<file path="config.mk">
export PLATFORM = sky130hd
export DESIGN_NAME = lpc_to_reflection_with_rms_core_flat
export DESIGN_NICKNAME = d
export VERILOG_FILES = /design/src/hw/rtl/lrr_pkg.sv /design/src/hw/rtl/lrr_if.sv /design/src/hw/rtl/lpc_to_reflection_with_rms_core.sv /design/src/hw/rtl/lrr_div.sv /design/src/hw/rtl/lrr_sqrt.sv /design/src/flat_wrapper.sv
export VERILOG_INCLUDE_DIRS = /design/src /design/src/hw/rtl
export SDC_FILE = /design/constraint.sdc
export NUM_CORES = 2
export LEC_CHECK = 0
export ABC_AREA = 1
export BUFFER_PORTS_ARGS = -buffer_cell sky130_fd_sc_hd__buf_4
export CAP_MARGIN = 10
export CORE_ASPECT_RATIO = 1.75
export CORE_MARGIN = 2
export CORE_UTILIZATION = 35
export DETAILED_ROUTE_END_ITERATION = 7
export SYNTH_ARGS = -nofsm -noshare
export SYNTH_HDL_FRONTEND = slang
export SYNTH_SLANG_ARGS = --single-unit
</file>
<file path="constraint.sdc">
create_clock -name clk_i -period 7.3 [get_ports clk_i]
set_input_delay 1.46 -clock clk_i [delete_from_list [all_inputs] [get_ports clk_i]]
set_output_delay 1.46 -clock clk_i [all_outputs]
set_load 0.05 [all_outputs]
</file>
<file path="src/hw/rtl/lpc_to_reflection_with_rms_core_assert.svh">
// Assertion macros for the LPC to reflection core
`ifndef LPC_TO_REFLECTION_WITH_RMS_CORE_ASSERT_SVH
`define LPC_TO_REFLECTION_WITH_RMS_CORE_ASSERT_SVH
`ifndef SYNTHESIS
`define LRR_ASSERT(lbl, prop) \
  lbl: assert property (@(posedge clk_i) disable iff (!rst_ni) prop) \
    else $error("lrr assertion failed");
`define LRR_ASSERT_OUT(lbl, prop) \
  lbl: assert property (@(posedge clk_i) disable iff (!rst_ni) prop) \
    else $error("lrr output assertion failed");
`else
`define LRR_ASSERT(lbl, prop)
`define LRR_ASSERT_OUT(lbl, prop)
`endif
`endif

</file>
<file path="src/hw/rtl/lrr_pkg.sv">
// Shared constants, types and helpers for the LPC to reflection core
`timescale 1ns / 1ps
`default_nettype none
package lrr_pkg;
  localparam int COEF_W    = 16;
  localparam int REFL_W    = 13;
  localparam int POS_W     = 4;
  localparam int GAIN_W    = 11;
  localparam int DIV_NUM_W = 25;
  localparam logic [DIV_NUM_W-1:0] DIV_NUM = 25'h1000000;
  localparam logic [31:0] ONE_Q12    = 32'h0000_1000;
  localparam logic [31:0] RANGE_SPAN = 32'h0000_1fff;
  localparam logic [31:0] ONE_Q24    = 32'h0100_0000;
  localparam logic [31:0] GAIN_INIT  = 32'h0001_0000;
  localparam logic [31:0] NORM_LIMIT = 32'h0000_3fff;
  localparam logic [31:0] ROOT_LIMIT = 32'h0000_0fff;
  localparam logic [31:0] ZERO_DEN   = 32'hffff_fffe;

  typedef struct packed {
    logic busy;
    logic done;
  } lrr_unit_st_t;

  function automatic logic [31:0] asr12(input logic [31:0] v);
    return {{12{v[31]}}, v[31:12]};
  endfunction

  function automatic logic out_of_range(input logic [31:0] v);
    return (v + ONE_Q12) > RANGE_SPAN;
  endfunction
endpackage
`default_nettype wire

</file>
<file path="src/hw/rtl/lrr_if.sv">
// Valid/ready channel interfaces for coefficients and reflection results
`timescale 1ns / 1ps
`default_nettype none
interface lrr_in_if;
  import lrr_pkg::*;
  logic                     valid;
  logic                     ready;
  logic signed [COEF_W-1:0] coefficient;
  logic                     last;
  modport source (output valid, coefficient, last, input ready);
  modport sink (input valid, coefficient, last, output ready);
endinterface

interface lrr_out_if;
  import lrr_pkg::*;
  logic                     valid;
  logic                     ready;
  logic signed [REFL_W-1:0] reflection;
  logic [POS_W-1:0]         position;
  logic                     unstable;
  logic [GAIN_W-1:0]        gain_rms;
  logic                     final_res;
  modport source (output valid, reflection, position, unstable, gain_rms, final_res,
                  input ready);
  modport sink (input valid, reflection, position, unstable, gain_rms, final_res,
                output ready);
endinterface
`default_nettype wire

</file>
<file path="src/hw/rtl/lpc_to_reflection_with_rms_core.sv">
// Coefficients are accepted while idle; the last item starts a run that holds ready low.
// Run: per stage i (ORDER-2 down to 0) a restoring divide (25 steps and a done pulse), then
// S_RD, S_M1, S_M2 and S_WR for each of the i+1 coefficients on the shared multiplier;
// then gain runs S_GRD to S_GN per coefficient, up to 3 scale steps and a square root.
// Results leave one at a time through S_ERD and S_EOUT and wait while the output stalls.
// Reset (async, active low) clears the sequencer, load count and output valid.
`timescale 1ns / 1ps
`default_nettype none
`include "lpc_to_reflection_with_rms_core_assert.svh"
module lpc_to_reflection_with_rms_core #(
  parameter int ORDER = 10
) (
  input  wire logic clk_i,
  input  wire logic rst_ni,
  lrr_in_if.sink    in_ch,
  lrr_out_if.source out_ch
);
  import lrr_pkg::*;

  localparam int IW = $clog2(ORDER);
  localparam int AW = IW + 2;
  localparam logic [1:0] BANK_LOAD = 2'd2;
  localparam logic [IW-1:0] LAST_IDX = IW'(ORDER - 1);

  localparam logic [4:0] S_IDLE = 5'd0,  S_KK  = 5'd1,  S_DEN = 5'd2,  S_DIV = 5'd3,
                         S_RD   = 5'd4,  S_M1  = 5'd5,  S_M2  = 5'd6,  S_WR  = 5'd7,
                         S_GI   = 5'd8,  S_GRD = 5'd9,  S_GKK = 5'd10, S_GF  = 5'd11,
                         S_GP   = 5'd12, S_GN  = 5'd13, S_RSC = 5'd14, S_RSQ = 5'd15,
                         S_ERD  = 5'd16, S_EOUT = 5'd17, S_UOUT = 5'd18;

  logic [4:0]    state_q, state_d;
  logic [IW-1:0] load_q, load_d, i_q, i_d, j_q, j_d, idx_q, idx_d;
  logic [1:0]    src_q, src_d, dst_q, dst_d;
  logic [31:0]   k_q, k_d, q_q, q_d, prod_q, gp_q, gp_d, gain_full;
  logic [8:0]    st_q, st_d;
  logic [4:0]    s_q, s_d;
  logic          neg_q, neg_d;
  logic [GAIN_W-1:0] gain_q, gain_d;

  // scratch and load banks
  logic [31:0]   wa_mem [4 << IW];
  logic          wa_we;
  logic [AW-1:0] wa_waddr, wa_ra0, wa_ra1;
  logic [31:0]   wa_wdata, rd0_q, rd1_q;

  logic [REFL_W-1:0] rf_mem [ORDER];
  logic              rf_we;
  logic [IW-1:0]     rf_waddr;
  logic [REFL_W-1:0] rf_wdata, rr_q;

  logic [31:0] mul_a, mul_b, coef_ext, den, dmag, diff, tval, ks, fval;
  logic [63:0] mul_full;

  logic                 div_start, sq_start;
  logic [DIV_NUM_W-1:0] div_quo;
  logic [15:0]          root;
  lrr_unit_st_t         div_st, sq_st;

  logic in_fire, out_load, out_valid_q;
  logic signed [REFL_W-1:0] o_refl_q, o_refl_d;
  logic [POS_W-1:0]  o_pos_q, o_pos_d;
  logic              o_unst_q, o_unst_d, o_fin_q, o_fin_d;
  logic [GAIN_W-1:0] o_gain_q, o_gain_d;

  lrr_div u_div (
    .clk_i, .rst_ni, .start_i(div_start), .divisor_i(dmag),
    .quotient_o(div_quo), .status_o(div_st)
  );

  lrr_sqrt u_sqrt (
    .clk_i, .rst_ni, .start_i(sq_start), .radicand_i({gp_q[11:0], 20'b0}),
    .root_o(root), .status_o(sq_st)
  );

  assign in_ch.ready = (state_q == S_IDLE);
  assign in_fire     = in_ch.valid && in_ch.ready;
  assign coef_ext    = {{(32-COEF_W){in_ch.coefficient[COEF_W-1]}}, in_ch.coefficient};

  assign ks   = {{(32-REFL_W){rr_q[REFL_W-1]}}, rr_q};
  assign fval = asr12(ONE_Q24 - prod_q);
  assign diff = rd0_q - asr12(prod_q);
  assign tval = asr12(prod_q);
  assign den  = (ONE_Q12 - asr12(prod_q) == 32'd0) ? ZERO_DEN : ONE_Q12 - asr12(prod_q);
  assign dmag = den[31] ? 32'd0 - den : den;
  assign gain_full = (st_q >= 9'd32) ? 32'd0 :
                     (32'({16'b0, root} << s_q) >> st_q[4:0]);

  // shared multiplier, low word only
  always_comb begin
    case (state_q)
      S_KK:    begin mul_a = k_q;  mul_b = k_q;   end
      S_M1:    begin mul_a = k_q;  mul_b = rd1_q; end
      S_M2:    begin mul_a = diff; mul_b = q_q;   end
      S_GKK:   begin mul_a = ks;   mul_b = ks;    end
      S_GF:    begin mul_a = fval; mul_b = gp_q;  end
      default: begin mul_a = '0;   mul_b = '0;    end
    endcase
  end
  assign mul_full = 64'(mul_a) * 64'(mul_b);

  assign out_load = (state_q == S_EOUT || state_q == S_UOUT) &&
                    (!out_valid_q || out_ch.ready);

  always_comb begin
    state_d = state_q;
    load_d = load_q;  i_d = i_q;  j_d = j_q;  idx_d = idx_q;
    src_d = src_q;  dst_d = dst_q;  k_d = k_q;  q_d = q_q;  neg_d = neg_q;
    gp_d = gp_q;  st_d = st_q;  s_d = s_q;  gain_d = gain_q;
    wa_we = 1'b0;  wa_waddr = {BANK_LOAD, load_q};  wa_wdata = coef_ext;
    wa_ra0 = {src_q, j_q};  wa_ra1 = {src_q, IW'(i_q - j_q)};
    rf_we = 1'b0;  rf_waddr = LAST_IDX;  rf_wdata = coef_ext[REFL_W-1:0];
    div_start = 1'b0;  sq_start = 1'b0;
    o_refl_d = o_refl_q;  o_pos_d = o_pos_q;  o_unst_d = o_unst_q;
    o_fin_d = o_fin_q;  o_gain_d = o_gain_q;
    case (state_q)
      S_IDLE: begin
        if (in_fire) begin
          if (!in_ch.last) begin
            if (load_q < LAST_IDX) begin
              wa_we  = 1'b1;
              load_d = load_q + 1'b1;
            end
          end else begin
            wa_we    = 1'b1;
            wa_waddr = {BANK_LOAD, LAST_IDX};
            load_d   = '0;
            k_d      = coef_ext;
            if (out_of_range(coef_ext)) begin
              state_d = S_UOUT;
            end else begin
              rf_we   = 1'b1;
              i_d     = IW'(ORDER - 2);
              j_d     = '0;
              src_d   = BANK_LOAD;
              dst_d   = 2'd0;
              state_d = S_KK;
            end
          end
        end
      end
      S_KK: state_d = S_DEN;
      S_DEN: begin
        neg_d     = den[31];
        div_start = 1'b1;
        state_d   = S_DIV;
      end
      S_DIV: begin
        if (div_st.done) begin
          q_d     = neg_q ? 32'd0 - 32'(div_quo) : 32'(div_quo);
          j_d     = '0;
          state_d = S_RD;
        end
      end
      S_RD: state_d = S_M1;
      S_M1: state_d = S_M2;
      S_M2: state_d = S_WR;
      S_WR: begin
        wa_we    = 1'b1;
        wa_waddr = {dst_q, j_q};
        wa_wdata = tval;
        if (j_q == i_q) begin
          if (out_of_range(tval)) begin
            state_d = S_UOUT;
          end else begin
            rf_we    = 1'b1;
            rf_waddr = i_q;
            rf_wdata = tval[REFL_W-1:0];
            k_d      = tval;
            if (i_q == '0) begin
              state_d = S_GI;
            end else begin
              i_d     = i_q - 1'b1;
              src_d   = dst_q;
              dst_d   = (dst_q == 2'd0) ? 2'd1 : 2'd0;
              state_d = S_KK;
            end
          end
        end else begin
          j_d     = j_q + 1'b1;
          state_d = S_RD;
        end
      end
      S_GI: begin
        gp_d    = GAIN_INIT;
        st_d    = 9'd10;
        idx_d   = '0;
        state_d = S_GRD;
      end
      S_GRD: state_d = S_GKK;
      S_GKK: state_d = S_GF;
      S_GF:  state_d = S_GP;
      S_GP: begin
        gp_d = {12'b0, prod_q[31:12]};
        if (prod_q[31:12] == 20'd0) begin
          gain_d  = '0;
          idx_d   = '0;
          state_d = S_ERD;
        end else begin
          state_d = S_GN;
        end
      end
      S_GN: begin
        if (gp_q <= NORM_LIMIT) begin
          gp_d = gp_q << 2;
          st_d = st_q + 1'b1;
        end else if (idx_q == LAST_IDX) begin
          s_d     = 5'd2;
          state_d = S_RSC;
        end else begin
          idx_d   = idx_q + 1'b1;
          state_d = S_GRD;
        end
      end
      S_RSC: begin
        if (gp_q > ROOT_LIMIT) begin
          gp_d = gp_q >> 2;
          s_d  = s_q + 1'b1;
        end else begin
          sq_start = 1'b1;
          state_d  = S_RSQ;
        end
      end
      S_RSQ: begin
        if (sq_st.done) begin
          gain_d  = gain_full[GAIN_W-1:0];
          idx_d   = '0;
          state_d = S_ERD;
        end
      end
      S_ERD: state_d = S_EOUT;
      S_EOUT: begin
        if (out_load) begin
          o_refl_d = rr_q;
          o_pos_d  = POS_W'(idx_q);
          o_unst_d = 1'b0;
          o_fin_d  = (idx_q == LAST_IDX);
          o_gain_d = (idx_q == LAST_IDX) ? gain_q : '0;
          if (idx_q == LAST_IDX) begin
            state_d = S_IDLE;
          end else begin
            idx_d   = idx_q + 1'b1;
            state_d = S_ERD;
          end
        end
      end
      S_UOUT: begin
        if (out_load) begin
          o_refl_d = '0;
          o_pos_d  = '0;
          o_unst_d = 1'b1;
          o_fin_d  = 1'b1;
          o_gain_d = '0;
          state_d  = S_IDLE;
        end
      end
      default: state_d = S_IDLE;
    endcase
  end

  always_ff @(posedge clk_i) begin
    if (wa_we) wa_mem[wa_waddr] <= wa_wdata;
    rd0_q <= wa_mem[wa_ra0];
    rd1_q <= wa_mem[wa_ra1];
  end

  always_ff @(posedge clk_i) begin
    if (rf_we) rf_mem[rf_waddr] <= rf_wdata;
    rr_q <= rf_mem[idx_q];
  end

  always_ff @(posedge clk_i or negedge rst_ni) begin
    if (!rst_ni) begin
      state_q     <= S_IDLE;
      load_q      <= '0;
      out_valid_q <= 1'b0;
    end else begin
      state_q <= state_d;
      load_q  <= load_d;
      if (out_load) begin
        out_valid_q <= 1'b1;
      end else if (out_ch.ready) begin
        out_valid_q <= 1'b0;
      end
    end
  end

  always_ff @(posedge clk_i) begin
    i_q <= i_d;  j_q <= j_d;  idx_q <= idx_d;
    src_q <= src_d;  dst_q <= dst_d;
    k_q <= k_d;  q_q <= q_d;  neg_q <= neg_d;
    prod_q <= mul_full[31:0];
    gp_q <= gp_d;  st_q <= st_d;  s_q <= s_d;  gain_q <= gain_d;
    o_refl_q <= o_refl_d;  o_pos_q <= o_pos_d;  o_unst_q <= o_unst_d;
    o_fin_q <= o_fin_d;  o_gain_q <= o_gain_d;
  end

  assign out_ch.valid      = out_valid_q;
  assign out_ch.reflection = o_refl_q;
  assign out_ch.position   = o_pos_q;
  assign out_ch.unstable   = o_unst_q;
  assign out_ch.gain_rms   = o_gain_q;
  assign out_ch.final_res  = o_fin_q;

  `LRR_ASSERT(a_idle_units, in_ch.ready |-> !div_st.busy && !sq_st.busy)
  `LRR_ASSERT(a_last_blocks, in_fire && in_ch.last |=> !in_ch.ready)
  `LRR_ASSERT_OUT(a_gain_final, out_ch.valid && !out_ch.final_res |-> out_ch.gain_rms == '0)
  `LRR_ASSERT_OUT(a_unstable_single,
    out_ch.valid && out_ch.unstable |-> out_ch.final_res && out_ch.reflection == '0)
endmodule
`default_nettype wire

</file>
<file path="src/hw/rtl/lrr_div.sv">
// Restoring divider: fixed Q24 numerator over a 32-bit magnitude, one bit a cycle
`timescale 1ns / 1ps
`default_nettype none
module lrr_div (
  input  wire logic                           clk_i,
  input  wire logic                           rst_ni,
  input  wire logic                           start_i,
  input  wire logic [31:0]                    divisor_i,
  output logic [lrr_pkg::DIV_NUM_W-1:0]       quotient_o,
  output lrr_pkg::lrr_unit_st_t               status_o
);
  import lrr_pkg::*;

  localparam int CW = $clog2(DIV_NUM_W);

  logic                 busy_q, busy_d, done_q, done_d;
  logic [CW-1:0]        cnt_q, cnt_d;
  logic [31:0]          rem_q, rem_d, div_q, div_d;
  logic [DIV_NUM_W-1:0] quo_q, quo_d;
  logic [32:0]          shifted;
  logic                 fits;

  assign shifted = {rem_q, quo_q[DIV_NUM_W-1]};
  assign fits    = shifted >= {1'b0, div_q};

  always_comb begin
    busy_d = busy_q;
    done_d = 1'b0;
    cnt_d  = cnt_q;
    rem_d  = rem_q;
    div_d  = div_q;
    quo_d  = quo_q;
    if (start_i) begin
      busy_d = 1'b1;
      cnt_d  = '0;
      rem_d  = '0;
      div_d  = divisor_i;
      quo_d  = DIV_NUM;
    end else if (busy_q) begin
      rem_d = fits ? 32'(shifted - {1'b0, div_q}) : shifted[31:0];
      quo_d = {quo_q[DIV_NUM_W-2:0], fits};
      cnt_d = cnt_q + 1'b1;
      if (cnt_q == CW'(DIV_NUM_W - 1)) begin
        busy_d = 1'b0;
        done_d = 1'b1;
      end
    end
  end

  always_ff @(posedge clk_i or negedge rst_ni) begin
    if (!rst_ni) begin
      busy_q <= 1'b0;
      done_q <= 1'b0;
      cnt_q  <= '0;
    end else begin
      busy_q <= busy_d;
      done_q <= done_d;
      cnt_q  <= cnt_d;
    end
  end

  always_ff @(posedge clk_i) begin
    rem_q <= rem_d;
    div_q <= div_d;
    quo_q <= quo_d;
  end

  assign quotient_o = quo_q;
  assign status_o   = '{busy: busy_q, done: done_q};
endmodule
`default_nettype wire

</file>
<file path="src/hw/rtl/lrr_sqrt.sv">
// Bit-pair integer square root, floor result, one step a cycle
`timescale 1ns / 1ps
`default_nettype none
module lrr_sqrt (
  input  wire logic              clk_i,
  input  wire logic              rst_ni,
  input  wire logic              start_i,
  input  wire logic [31:0]       radicand_i,
  output logic [15:0]            root_o,
  output lrr_pkg::lrr_unit_st_t  status_o
);
  import lrr_pkg::*;

  logic        busy_q, busy_d, done_q, done_d;
  logic [31:0] x_q, x_d, r_q, r_d, bit_q, bit_d, trial;

  assign trial = r_q + bit_q;

  always_comb begin
    busy_d = busy_q;
    done_d = 1'b0;
    x_d    = x_q;
    r_d    = r_q;
    bit_d  = bit_q;
    if (start_i) begin
      busy_d = 1'b1;
      x_d    = radicand_i;
      r_d    = '0;
      bit_d  = 32'h4000_0000;
    end else if (busy_q) begin
      if (x_q >= trial) begin
        x_d = x_q - trial;
        r_d = (r_q >> 1) + bit_q;
      end else begin
        r_d = r_q >> 1;
      end
      bit_d = bit_q >> 2;
      if (bit_q == 32'd1) begin
        busy_d = 1'b0;
        done_d = 1'b1;
      end
    end
  end

  always_ff @(posedge clk_i or negedge rst_ni) begin
    if (!rst_ni) begin
      busy_q <= 1'b0;
      done_q <= 1'b0;
    end else begin
      busy_q <= busy_d;
      done_q <= done_d;
    end
  end

  always_ff @(posedge clk_i) begin
    x_q   <= x_d;
    r_q   <= r_d;
    bit_q <= bit_d;
  end

  assign root_o   = r_q[15:0];
  assign status_o = '{busy: busy_q, done: done_q};
endmodule
`default_nettype wire
</file>
<file path="src/flat_wrapper.sv">
// flat-port wrapper written by rule: the top's interface ports become plain ports
module lpc_to_reflection_with_rms_core_flat import lrr_pkg::*;
#(
  parameter int ORDER = 10
)
  (clk_i, rst_ni, in_ch_valid, in_ch_coefficient, in_ch_last, in_ch_ready, out_ch_valid, out_ch_reflection, out_ch_position, out_ch_unstable, out_ch_gain_rms, out_ch_final_res, out_ch_ready);
  lrr_in_if in_ch_i ();
  lrr_out_if out_ch_i ();
  input  wire logic clk_i;
  input  wire logic rst_ni;
  input wire logic [$bits(in_ch_i.valid)-1:0] in_ch_valid;
  input wire logic [$bits(in_ch_i.coefficient)-1:0] in_ch_coefficient;
  input wire logic [$bits(in_ch_i.last)-1:0] in_ch_last;
  output wire logic [$bits(in_ch_i.ready)-1:0] in_ch_ready;
  output wire logic [$bits(out_ch_i.valid)-1:0] out_ch_valid;
  output wire logic [$bits(out_ch_i.reflection)-1:0] out_ch_reflection;
  output wire logic [$bits(out_ch_i.position)-1:0] out_ch_position;
  output wire logic [$bits(out_ch_i.unstable)-1:0] out_ch_unstable;
  output wire logic [$bits(out_ch_i.gain_rms)-1:0] out_ch_gain_rms;
  output wire logic [$bits(out_ch_i.final_res)-1:0] out_ch_final_res;
  input wire logic [$bits(out_ch_i.ready)-1:0] out_ch_ready;
  assign in_ch_i.valid = in_ch_valid;
  assign in_ch_i.coefficient = in_ch_coefficient;
  assign in_ch_i.last = in_ch_last;
  assign in_ch_ready = in_ch_i.ready;
  assign out_ch_valid = out_ch_i.valid;
  assign out_ch_reflection = out_ch_i.reflection;
  assign out_ch_position = out_ch_i.position;
  assign out_ch_unstable = out_ch_i.unstable;
  assign out_ch_gain_rms = out_ch_i.gain_rms;
  assign out_ch_final_res = out_ch_i.final_res;
  assign out_ch_i.ready = out_ch_ready;
  lpc_to_reflection_with_rms_core #(.ORDER(ORDER)) u_core (.clk_i(clk_i), .rst_ni(rst_ni), .in_ch(in_ch_i), .out_ch(out_ch_i));
endmodule
</file>
==> flow_metrics.py <==
metrics = {
    "clocking": {
        "clock-root-buffer": "clkbuf_16",
        "ctsHtreeMaxLevel": 4,
        "cts_tree": "yes",
        "cts_buffers": 188,
        "clockBufferDepth": 4,
        "cts.sinks": 1832,
        "cts_hold_buf": 0,
        "path_clk_slew_ns": 0.07,
        "clk_latency_ns": 0.93,
    },
    "global_route": {
        "antenna_found_initial": 20,
        "gr-total-overflow": 0,
        "grt_usage": 0.2493,
        "grt_pass1_vias": 93978,
        "grt_max_degree": 193,
        "grt_pass1_wl_um": 593800,
    },
    "final_layout": {
        "areaGrowthSynthToFinish_pct": 17.18,
        "nets": 13507,
        "final_common_cell": "nor2_1",
        "fin_cells": 17077,
        "layout-drive-gt1-share": 0.1221,
        "layout_common_cells": "nor2_1, nand2_1, edfxtp_1, o21ai_0, inv_1",
    },
    "timing": {
        "rsz0062_at_grt": "true",
        "setup_violations": 14,
        "finalHoldViolCount": 0,
        "drv_slew": 0,
        "min_period_ns": 7.853,
        "setup_ws_ns": -0.5530,
        "worst_pin_slew_ns": 1.232,
        "skew_ns": 0.1265,
        "slew-limit-headroom": 0.1700,
        "finalCritPeriodShare": 1.076,
        "clock.fmax_ghz": 0.1273,
    },
    "floorplanning": {
        "chipHeight_um": 745.4,
        "start_util": 0.3511,
        "coreArea_mm2": 0.3131,
        "boundaryPins": 53,
        "die_w_um": 427.7,
        "rows": 272,
        "die_area_mm2": 0.3188,
    },
    "worst_setup_path": {
        "cp_slowest_stage_delay_ns": 0.53,
        "worstPathRequired_ns": 8.00,
        "crit_slowest_cell": "fa_1",
        "reg2reg_from": "u_core.prod_q[12]",
        "arrival_ns": 8.56,
        "r2r_end": "u_core.prod_q[31]",
        "reg2reg_setup_slack_ns": -0.55,
        "r2r_cells": 43,
        "crit_path_end_kind": "flip-flop",
        "path_class": "reg -> reg",
        "cp_max_fo": 5,
        "start_kind": "flip-flop",
    },
    "logic_synthesis": {
        "ys_seq_area_frac": 0.4804,
        "synthTopCellsByArea": "edfxtp_1, fa_1, o21ai_0, nor2_1, nand2_1",
        "netlist_area_mm2": 0.1099,
        "synth.avg_cell_area_um2": 9.074,
        "netlist.area_leader.share": 0.4378,
        "postSynth.asyncResetShare": 0.01037,
        "synth_top_area_cell": "edfxtp_1",
        "ys_types": 80,
        "synth_cells": 12116,
        "synth_edf_count": 1603,
        "synth-seq-cells": 1832,
        "synth_flop_cell": "edfxtp_1",
        "synth-warning-count": 0,
    },
    "detailed_routing": {
        "drc": 0,
        "via_per_inst": 5.552,
        "wl_per_cell_um": 23.92,
        "via_count": 94816,
        "antenna_left": 0,
        "firstDrtPassIters": 6,
        "finalWirelength_um": 408500,
        "drt_iter0_markers": 8792,
    },
    "outcome": {
        "status": "finished with violations",
        "violations": "negative setup slack",
    },
    "place": {
        "gp_congestion": 1.024,
        "port-buffer-count": 52,
        "pre_cts_ws_ns": -1.049,
        "placedCellCount": 16702,
        "detailed_place_hpwl_um": 276100,
    },
    "flow_run": {
        "maxCapViolCount": 0,
    },
    "worst_hold_path": {
        "hp-start": "u_core.u_div.rem_q[23]",
        "min_path_type": "reg -> reg",
        "min_to": "u_core.u_div.rem_q[23]",
        "hold_path_depth": 2,
    },
    "power_and_ir_drop": {
        "p_leak_nw": 50.64,
        "powerDensity_mw_per_mm2": 401.4,
        "ir_drop_mv": 0.5679,
    },
}
timing repair:
action	4_1_cts	5_1_grt
setup buffers	19	11
pin swaps	56	54
gates resized for setup	147	115
endpoints found under the setup margin	17	19
flip-flops by register name, indices dropped and copies added, names as in the netlist, 11 cells and up:
register / flops
u_core.wa_mem: 1280
u_core.rf_mem: 130
u_core.gp_q: 32
u_core.prod_q: 32
u_core.u_div.div_q: 32
u_core.u_div.rem_q: 32
u_core.u_sqrt.r_q: 32
u_core.u_sqrt.x_q: 32
u_core.q_q: 26
u_core.u_div.quotient_o: 25
u_core.k_q: 20
u_core.rd0_q: 20
u_core.rd1_q: 20
u_core.u_sqrt.bit_q: 16
u_core.out_ch.reflection: 13
u_core.rr_q: 13
u_core.gain_q: 11
u_core.out_ch.gain_rms: 11
per-layer routing:
metal  vias to the layer above  GRT usage  routed length [um]
li1                      42930          -                   -
met1                     46163     0.2569              135000
met2                      4230     0.4417              205400
met3                      1485    0.03847               27880
met4                         8     0.2048               40220
met5                         -          0                  53
cell type report:
class                      instances  area, um2
fill                           30951     184300
multi-input combinational       8718      53010
sequential                      1832      52840
timing repair buffer             855       7202
tap                             4110       5142
clock buffer                     232       5026
inverter                        1215       4617
clock inverter                   105      967.2
antenna                           10      25.02
Yosys cell counts, drive strengths merged, types with 25 or more instances:
cell,number
ha,264
buf,110
o22ai,120
o211ai,25
o21ai,1582
nor4,27
o311ai,161
edfxtp,1603
nand2,1768
xor2,131
o221ai,501
a21oi,375
xnor2,69
fa,412
inv,1202
clkbuf,652
nor3,39
nand3,595
nand4,48
nor2,1987
dfxtp,210
how the worst max path moves through the flow:
stage               slack [ns]           endpoint         startpoint  depth (start not counted)
finish                   -0.55  u_core.prod_q[31]  u_core.prod_q[12]                         43
global route             -0.85  u_core.prod_q[31]  u_core.prod_q[12]                         43
CTS                      -0.52  u_core.prod_q[30]  u_core.state_q[3]                         29
detailed placement       -1.05  u_core.prod_q[31]  u_core.prod_q[13]                         41
global placement         -1.03  u_core.prod_q[31]  u_core.prod_q[13]                         41
floorplan                -0.26  u_core.prod_q[31]  u_core.prod_q[12]                         41
cells by family (layout without fill, tap and decap cells):
| kind of cell | count (synthesis) | after routing | synth area share |
|---|---|---|---|
| compound gates | 2916 | 2916 | 0.1621 |
| fa+ha+maj | 676 | 676 | 0.1051 |
| other cells | 1 | 422 | 0.00003411 |
| flops | 1832 | 1832 | 0.4804 |
| mux | 5 | 5 | 0.0004553 |
| xor+xnor | 200 | 200 | 0.01593 |
| simple gates | 4509 | 4509 | 0.1675 |
| buf+inv | 1977 | 2407 | 0.06848 |
where the power goes:
part           switching, mW  total, mW  leakage, nW  internal (mW)
combinational           20.0       29.0         30.9           9.07
clock                   4.31       9.71         2.92           5.39
sequential             0.512       13.0         16.9           12.5
through the flow:
step           TNS (ns)  power, mW  hold WS (ns)    util  area (um2)
2_1_floorplan   -0.3032      29.33        0.4316       -      111700
3_3_place_gp     -8.935      40.91        0.4621  0.3879      121400
3_5_place_dp     -9.390      41.02        0.4661  0.3879      121500
4_1_cts          -4.372      51.17        0.4807  0.4097      128300
5_1_grt          -9.467      54.45        0.5070  0.4114      128800
6_report         -4.874      51.71        0.4785  0.4115      128800
critical path: cells and delay by family (launching register included):
family	cells	cell delay [ns]
and+or+nand+nor	16	1.41
AOI/OAI and AO/OA	5	0.60
adders and majority gates	10	4.40
DFF	1	0.36
buffers and inverters	12	0.92
(Power assumes the default switching activity.)
